[src/sv/pls_pkg.sv]
// Shared constants, codes and types of the positional list store.
`default_nettype none
package pls_pkg;

    localparam int MAX_ENTRIES = 16;
    localparam int DATA_WIDTH  = 32;
    localparam int CNT_W       = $clog2(MAX_ENTRIES + 1);
    localparam int IDX_W       = $clog2(MAX_ENTRIES);
    localparam int POS_W       = 5;
    localparam int CMP_W       = ((CNT_W > POS_W) ? CNT_W : POS_W) + 1;

    typedef logic signed [DATA_WIDTH-1:0] t_word;

    typedef enum logic [3:0] {
        OP_APPEND      = 4'd0,
        OP_INSERT      = 4'd1,
        OP_REMOVE_LAST = 4'd2,
        OP_REMOVE_AT   = 4'd3,
        OP_UPDATE      = 4'd4,
        OP_GET         = 4'd5,
        OP_FIND        = 4'd6,
        OP_ROTATE      = 4'd7,
        OP_CLEAR       = 4'd8
    } t_op;

    typedef enum logic [2:0] {
        ST_OK       = 3'd0,
        ST_EMPTY    = 3'd1,
        ST_BADPOS   = 3'd2,
        ST_FULL     = 3'd3,
        ST_NOTFOUND = 3'd4
    } t_status;

    typedef enum logic [1:0] {
        SEL_HOLD  = 2'd0,
        SEL_LOAD  = 2'd1,
        SEL_LEFT  = 2'd2,
        SEL_RIGHT = 2'd3
    } t_sel;

endpackage
`default_nettype wire

[src/sv/pls_cell.sv]
// One list cell: holds one entry, loads, shifts from a neighbor and compares to the key.
`default_nettype none
module pls_cell (
    input  wire logic           i_clk,
    input  wire pls_pkg::t_sel  i_sel,
    input  wire pls_pkg::t_word i_load,
    input  wire pls_pkg::t_word i_left,
    input  wire pls_pkg::t_word i_right,
    input  wire pls_pkg::t_word i_key,
    output pls_pkg::t_word      o_word,
    output logic                o_match
);

    pls_pkg::t_word r_word;
    pls_pkg::t_word n_word;

    always_comb begin
        case (i_sel)
            pls_pkg::SEL_HOLD:  n_word = r_word;
            pls_pkg::SEL_LOAD:  n_word = i_load;
            pls_pkg::SEL_LEFT:  n_word = i_left;
            pls_pkg::SEL_RIGHT: n_word = i_right;
            default:            n_word = r_word;
        endcase
    end

    always_ff @(posedge i_clk) begin
        r_word <= n_word;
    end

    assign o_word  = r_word;
    assign o_match = (r_word == i_key);

endmodule
`default_nettype wire

[src/sv/positional_list_store_core.sv]
// Top level of the positional list store: operation decode, cell chain and result register.
//
// Input channel i_in_valid/o_in_ready carries one word per operation: i_operation,
// i_value (data or search key) and i_position (1-based). Output channel
// o_out_valid/i_out_ready carries one result word per operation: o_status,
// o_data_out, o_found_position and o_list_length.
// The entries sit in a row of 16 cells; insert, remove at a position and rotate
// shift the affected cells by one place together, and find compares every cell at once.
// o_out_valid rises in the cycle after acceptance; throughput is one operation
// per cycle while results are taken, set by the single update of the cell row per cycle.
// The result register frees at the cycle it is taken, so a new operation is
// accepted while the previous result is delivered.
// When the receiver stalls, the result holds and o_in_ready drops until the
// result is taken; no operation is lost.
// Reset empties the list and clears the output valid flag; entries beyond the length
// are never read, so the cells need no clearing.
`default_nettype none
module positional_list_store_core (
    input  wire logic        i_clk,
    input  wire logic        i_rst_n,
    input  wire logic        i_in_valid,
    output logic             o_in_ready,
    input  wire logic [3:0]  i_operation,
    input  wire logic signed [31:0] i_value,
    input  wire logic [4:0]  i_position,
    output logic             o_out_valid,
    input  wire logic        i_out_ready,
    output logic [2:0]       o_status,
    output logic signed [31:0] o_data_out,
    output logic [4:0]       o_found_position,
    output logic [4:0]       o_list_length
);

    localparam int N    = pls_pkg::MAX_ENTRIES;
    localparam int CW   = pls_pkg::CNT_W;
    localparam int IW   = pls_pkg::IDX_W;
    localparam int PW   = pls_pkg::POS_W;
    localparam int MW   = pls_pkg::CMP_W;

    logic                   accept;
    logic [CW-1:0]          r_count;
    logic [CW-1:0]          n_count;
    logic                   r_out_valid;
    pls_pkg::t_status       r_status;
    pls_pkg::t_status       n_status;
    logic signed [31:0]     r_data;
    logic signed [31:0]     n_data;
    logic [PW-1:0]          r_found;
    logic [PW-1:0]          n_found;
    logic [CW-1:0]          r_len;

    pls_pkg::t_word         val_word;
    pls_pkg::t_word         rd_word;
    pls_pkg::t_word         load_word;
    logic [IW-1:0]          rd_idx;
    logic [MW-1:0]          pw_n;
    logic [MW-1:0]          pw_p;
    logic [MW-1:0]          pm1;
    logic                   is_full;
    logic                   is_empty;
    logic                   ins_bad;
    logic                   pos_bad;
    logic                   ok_append;
    logic                   ok_insert;
    logic                   ok_remove_at;
    logic                   ok_update;
    logic                   ok_rotate;
    logic [N-1:0]           hit;

    pls_pkg::t_word         cell_word  [N];
    logic [N-1:0]           cell_match;
    pls_pkg::t_sel          cell_sel   [N];

    assign o_in_ready = !r_out_valid || i_out_ready;
    assign accept     = i_in_valid && o_in_ready;

    assign val_word = pls_pkg::DATA_WIDTH'(i_value);
    assign pw_n     = MW'(r_count);
    assign pw_p     = MW'(i_position);
    assign pm1      = pw_p - MW'(1);
    assign is_full  = (r_count >= CW'(N));
    assign is_empty = (r_count == '0);
    assign ins_bad  = (pw_p == '0) || (pw_p > pw_n + MW'(1));
    assign pos_bad  = (pw_p == '0) || (pw_p > pw_n);

    assign rd_idx = ((i_operation == pls_pkg::OP_REMOVE_LAST) ||
                     (i_operation == pls_pkg::OP_ROTATE)) ? IW'(pw_n - MW'(1)) : IW'(pm1);
    assign rd_word   = cell_word[rd_idx];
    assign load_word = (i_operation == pls_pkg::OP_ROTATE) ? rd_word : val_word;

    always_comb begin
        hit     = '0;
        n_found = '0;
        for (int i = N - 1; i >= 0; i--) begin
            hit[i] = cell_match[i] && (MW'(i) < pw_n);
            if (hit[i]) begin
                n_found = PW'(i + 1);
            end
        end
    end

    always_comb begin
        n_status     = pls_pkg::ST_OK;
        n_data       = '0;
        n_count      = r_count;
        ok_append    = 1'b0;
        ok_insert    = 1'b0;
        ok_remove_at = 1'b0;
        ok_update    = 1'b0;
        ok_rotate    = 1'b0;
        case (pls_pkg::t_op'(i_operation))
            pls_pkg::OP_APPEND: begin
                if (is_full) begin
                    n_status = pls_pkg::ST_FULL;
                end else begin
                    ok_append = 1'b1;
                    n_count   = r_count + CW'(1);
                end
            end
            pls_pkg::OP_INSERT: begin
                if (is_full) begin
                    n_status = pls_pkg::ST_FULL;
                end else if (ins_bad) begin
                    n_status = pls_pkg::ST_BADPOS;
                end else begin
                    ok_insert = 1'b1;
                    n_count   = r_count + CW'(1);
                end
            end
            pls_pkg::OP_REMOVE_LAST: begin
                if (is_empty) begin
                    n_status = pls_pkg::ST_EMPTY;
                end else begin
                    n_data  = 32'(rd_word);
                    n_count = r_count - CW'(1);
                end
            end
            pls_pkg::OP_REMOVE_AT: begin
                if (is_empty) begin
                    n_status = pls_pkg::ST_EMPTY;
                end else if (pos_bad) begin
                    n_status = pls_pkg::ST_BADPOS;
                end else begin
                    ok_remove_at = 1'b1;
                    n_data       = 32'(rd_word);
                    n_count      = r_count - CW'(1);
                end
            end
            pls_pkg::OP_UPDATE: begin
                if (is_empty) begin
                    n_status = pls_pkg::ST_EMPTY;
                end else if (pos_bad) begin
                    n_status = pls_pkg::ST_BADPOS;
                end else begin
                    ok_update = 1'b1;
                end
            end
            pls_pkg::OP_GET: begin
                if (is_empty) begin
                    n_status = pls_pkg::ST_EMPTY;
                end else if (pos_bad) begin
                    n_status = pls_pkg::ST_BADPOS;
                end else begin
                    n_data = 32'(rd_word);
                end
            end
            pls_pkg::OP_FIND: begin
                if (is_empty) begin
                    n_status = pls_pkg::ST_EMPTY;
                end else if (hit == '0) begin
                    n_status = pls_pkg::ST_NOTFOUND;
                end
            end
            pls_pkg::OP_ROTATE: begin
                if (is_empty) begin
                    n_status = pls_pkg::ST_EMPTY;
                end else begin
                    ok_rotate = 1'b1;
                end
            end
            pls_pkg::OP_CLEAR: begin
                n_count = '0;
            end
            default: begin
                n_status = pls_pkg::ST_OK;
            end
        endcase
    end

    always_comb begin
        logic [MW-1:0] ci;
        ci = '0;
        for (int i = 0; i < N; i++) begin
            ci          = MW'(i);
            cell_sel[i] = pls_pkg::SEL_HOLD;
            if (accept) begin
                if (ok_append && (ci == pw_n)) begin
                    cell_sel[i] = pls_pkg::SEL_LOAD;
                end
                if (ok_insert && (ci == pm1)) begin
                    cell_sel[i] = pls_pkg::SEL_LOAD;
                end
                if (ok_insert && (ci > pm1) && (ci <= pw_n)) begin
                    cell_sel[i] = pls_pkg::SEL_LEFT;
                end
                if (ok_remove_at && (ci >= pm1) && (ci + MW'(1) < pw_n)) begin
                    cell_sel[i] = pls_pkg::SEL_RIGHT;
                end
                if (ok_update && (ci == pm1)) begin
                    cell_sel[i] = pls_pkg::SEL_LOAD;
                end
                if (ok_rotate && (ci == '0)) begin
                    cell_sel[i] = pls_pkg::SEL_LOAD;
                end
                if (ok_rotate && (ci != '0) && (ci < pw_n)) begin
                    cell_sel[i] = pls_pkg::SEL_LEFT;
                end
            end
        end
    end

    for (genvar g = 0; g < N; g++) begin : g_cell
        pls_pkg::t_word left_word;
        pls_pkg::t_word right_word;
        if (g == 0) begin : g_first
            assign left_word = '0;
        end else begin : g_inner_left
            assign left_word = cell_word[g-1];
        end
        if (g == N - 1) begin : g_last
            assign right_word = '0;
        end else begin : g_inner_right
            assign right_word = cell_word[g+1];
        end
        pls_cell u_cell (
            .i_clk   (i_clk),
            .i_sel   (cell_sel[g]),
            .i_load  (load_word),
            .i_left  (left_word),
            .i_right (right_word),
            .i_key   (val_word),
            .o_word  (cell_word[g]),
            .o_match (cell_match[g])
        );
    end

    always_ff @(posedge i_clk) begin
        if (!i_rst_n) begin
            r_count     <= '0;
            r_out_valid <= 1'b0;
        end else begin
            if (accept) begin
                r_count     <= n_count;
                r_out_valid <= 1'b1;
            end else if (i_out_ready) begin
                r_out_valid <= 1'b0;
            end
        end
    end

    always_ff @(posedge i_clk) begin
        if (accept) begin
            r_status <= n_status;
            r_data   <= n_data;
            r_found  <= ((i_operation == pls_pkg::OP_FIND) && (n_status == pls_pkg::ST_OK)) ?
                        n_found : '0;
            r_len    <= n_count;
        end
    end

    assign o_out_valid      = r_out_valid;
    assign o_status         = r_status;
    assign o_data_out       = r_data;
    assign o_found_position = r_found;
    assign o_list_length    = 5'(r_len);

    a_count_bound: assert property (@(posedge i_clk) disable iff (!i_rst_n)
        r_count <= CW'(N))
        else $error("list length above capacity");

    a_len_matches: assert property (@(posedge i_clk) disable iff (!i_rst_n)
        accept |=> (o_list_length == 5'(r_count)) && o_out_valid)
        else $error("reported length differs from stored length");

    a_append_grows: assert property (@(posedge i_clk) disable iff (!i_rst_n)
        (accept && (i_operation == pls_pkg::OP_APPEND) && (r_count < CW'(N)))
        |=> (r_count == $past(r_count) + CW'(1)))
        else $error("append did not grow the list");

    a_clear_empties: assert property (@(posedge i_clk) disable iff (!i_rst_n)
        (accept && (i_operation == pls_pkg::OP_CLEAR))
        |=> (r_count == '0) && (o_status == pls_pkg::ST_OK))
        else $error("clear left entries");

endmodule
`default_nettype wire
[config.mk]
export PLATFORM = sky130hd
export DESIGN_NAME = positional_list_store_core
export DESIGN_NICKNAME = d
export VERILOG_FILES = /design/src/sv/pls_pkg.sv /design/src/sv/pls_cell.sv /design/src/sv/positional_list_store_core.sv
export SDC_FILE = /design/constraint.sdc
export NUM_CORES = 2
export LEC_CHECK = 0
export BUFFER_PORTS_ARGS = -buffer_cell sky130_fd_sc_hd__buf_2
export CAP_MARGIN = 15
export CORE_UTILIZATION = 65
export CTS_CLUSTER_DIAMETER = 50
export DETAILED_ROUTE_END_ITERATION = 10
export GPL_TIMING_DRIVEN = 1
export HOLD_SLACK_MARGIN = 0.06
export PLACE_DENSITY_LB_ADDON = 0.3
export SYNTH_ARGS = -nofsm -noshare
export SYNTH_HDL_FRONTEND = slang
export SYNTH_SLANG_ARGS = --single-unit
[constraint.sdc]
create_clock -name i_clk -period 9.6 [get_ports i_clk]
set_input_delay 1.92 -clock i_clk [delete_from_list [all_inputs] [get_ports i_clk]]
set_output_delay 1.92 -clock i_clk [all_outputs]
set_load 0.05 [all_outputs]
==> impl_results.md <==
- Status: complete, no violations
- First-pass GRT wire length: 256000 µm
- Vias in the first global route: 36267
- Final-report setup violation count: 0
- Synth Area in Adders: 0.588%
- Die ar.: 63200 µm²
- DRC: 0
- Post-DP HPWL: 127000 µm
- Commonest register cell after synthesis: edfxtp_1
- Combinational fraction of design power: 18.1%
- Syn_area_per_cell: 9.51 µm²
- Share of cells above drive strength 1: 11.8%
- Worst-margin pin slew: 1.42 ns
- Total power: 0.00699 W
- Remaining global-route overflow: 0
- Ports: 92
- Root Driver: clkbuf_16
- Clk pin slew, worst setup/hold paths: 0.06 ns
- DR WL/cell: 35.9 µm
- Clk buf depth: 3
- Crit path max-delay family: compound AO/OA/AOI/OAI gates
- Synth Area in Simple Gates: 12.9%
- Commonest cells after routing, fill and taps aside: edfxtp_1, nand2_1, xor2_1
- Clk_lat worst skew: 0.67 ns
- P_sw: 0.00217 W
- Crit-path max cell delay: 1.01 ns
- Fraction of power spent switching nets: 31.1%
- CP cell instances: buf_2 -> nand2b_1 -> o21ai_4 -> buf_4 -> nand2_8 -> a211oi_1 -> o21ai_0 -> a21bo_2 -> a221oi_4 -> o221ai_1
- EDFF count, synth: 557
- Core Util, Final: 71.5%
- DRT iter0 DRCs: 8281
- Syn nets: 4313
- Pint: 0.00482 W
- Slowest-stage cell, CP: a211oi_1
- Initial Utilization: 65.6%
- CTS buffer count: 77
- Critical Path End Type: register
- Flops & latches, synth: 563
- Main combinational cell family by area after synthesis: compound AO/OA/AOI/OAI gates
- Post_cts resized: 0
- Hold Fails Final Rpt: 0
- Register area share after synthesis: 41.7%
- Largest area contributor in the netlist: edfxtp_1
- Placeable Area: 61600 µm²
- RSZ-0062 raised after global routing: no
- Arr. time, crit path: 6.89 ns
- Post-synthesis mux area share: 2.40%
- Bufs and invs on worst path: 2
- Area contributors post-synth: edfxtp_1, xor2_1, o21ai_0, nand2_1, a22oi_1
- Largest net degree at the start of global routing: 113
- Rows: 91
- Final Critical Period: 6.55 ns
- Cell count after synthesis: 4249
- Synthesized cell area: 40400 µm²
- Max rail drop VDD: 0.000158 V
- Area Overhead vs Synth: 9.00%
- IO buf count: 91
- Sequential share of power: 39.5%
- Slew margin rel.: 5.06%
- CTS sink cnt: 563
- Critical path class: in2reg
- Via/cell ratio: 7.93
- Synth Area in Compound Gates: 25.3%
- Pwr dens: 159 nW/µm²
- 1st-pass router iterations: 9
- Most common cell after layout, fill and taps aside: edfxtp_1
- Die Y: 251 µm
- Required time worst endpoint: 9.94 ns
- Asr flop ratio synth: 0%
- Max capacitance violation total: 0
- CTS tree: yes
- Distinct cells, synth: 94
- Nets: 4182
- Yosys top cell area share: 41.4%
- H-Tree Depth: 3
- Startpoint class of the critical path: input pin
- Leakage power: 14.6 nW
- Initial antenna violation count: 10
- GRT Total Usage: 55.8%
- Crit path max fanout: 112
- Die width: 251 µm
- Ratio of final minimum period to clock period: 68.3%
- F_max: 0.153 GHz
- Total wire length: 180000 µm
- Setup Fix Bufs, Post-CTS: 0
- Post-Synth XOR/XNOR Area: 11.4%
- Routed via count: 39805
- GPL Wtd Cong: 1.11
- Ys Warns: 0
- Antenna-violating nets left: 0
- Setup_tns: 0 ns
- Slew Limit Fails: 0
- Post-cts hold buffer count: 0
- Hold crit path type: reg2reg
- Clk_skew: 0.0338 ns
- Clock power share: 42.4%
cells in the mapped netlist, types with 103 or more instances:
cell type,number
clkbuf_1,261
nand3_1,105
nand2_1,400
nor2_1,169
o21ai_0,328
a22oi_1,194
inv_1,141
a21oi_1,187
xor2_1,367
xnor2_1,155
edfxtp_1,557
nor4_1,122
buf_2,103
registers in the layout, summed over array words and instances, names as in the netlist:
register              count
g_cell.u_cell.o_word    512
o_data_out               32
o_found_position          5
o_list_length             5
r_count                   5
o_status                  3
o_out_valid               1
worst paths after layout:
path | from | to | slack (ns) | cells past startpoint
max | i_operation[1] | g_cell[10].u_cell.o_word[21] | 3.05 | 10
min | o_out_valid | o_out_valid | 0.58 | 2
max reg2reg | r_count[0] | g_cell[4].u_cell.o_word[10] | 3.41 | 12
min reg2reg | o_out_valid | o_out_valid | 0.58 | 2
power groups by stage:
stage / registers [W] / clock network, W / logic, W
after floorplan: 0.00284 / 0 / 0.000682
after global placement: 0.00281 / 0 / 0.00113
after detailed placement: 0.00281 / 0 / 0.00115
after CTS: 0.00276 / 0.00293 / 0.00115
after global routing: 0.00276 / 0.00301 / 0.00126
final: 0.00276 / 0.00296 / 0.00127
metrics by stage:
| stage | cell area, µm² | hold WS (ns) | std cells | worst slack, ns |
|---|---|---|---|---|
| after floorplan | 40400 | 0.589 | 4249 | 2.80 |
| after global placement | 41400 | 0.564 | 4873 | 2.59 |
| after detailed placement | 41400 | 0.573 | 4873 | 2.47 |
| after CTS | 44000 | 0.580 | 5012 | 3.11 |
| after global routing | 44100 | 0.638 | 5018 | 2.97 |
| final | 44100 | 0.579 | 5020 | 3.05 |
layout make-up:
cell class	instances	area, µm²
fill	4768	17500
timing repair buffer	200	1320
antenna	5	12.5
clock buffer	92	1980
clock inverter	47	572
sequential	563	16800
tap	837	1050
inverter	144	541
multi-input combinational	3132	21700
kinds of logic (layout without fill, tap and decap cells):
family | Yosys count | count (layout)
buffers and inverters | 554 | 483
DFF | 563 | 563
muxes | 96 | 96
adders and majority gates | 19 | 19
and+or+nand+nor | 1072 | 1072
AOI/OAI and AO/OA | 1421 | 1421
xor gates and xnor gates | 524 | 524
other | 0 | 5
layer usage:
layer,routed length [µm],share of wire (%),GRT usage (%)
met5,76,0.042,0
met4,17200,9.5,40.1
met3,34000,19,24.9
met2,69300,38,74.4
met1,59900,33,71.0
worst register-to-register path, delay by kind of cell (launching register included):
kind / cells / cell delay (ns)
simple gates: 4 / 2.16
buf+inv: 3 / 1.46
compound gates: 4 / 1.19
fa+ha+maj: 1 / 0.49
flops: 1 / 0.74
Power figures use the tool's default switching activity.
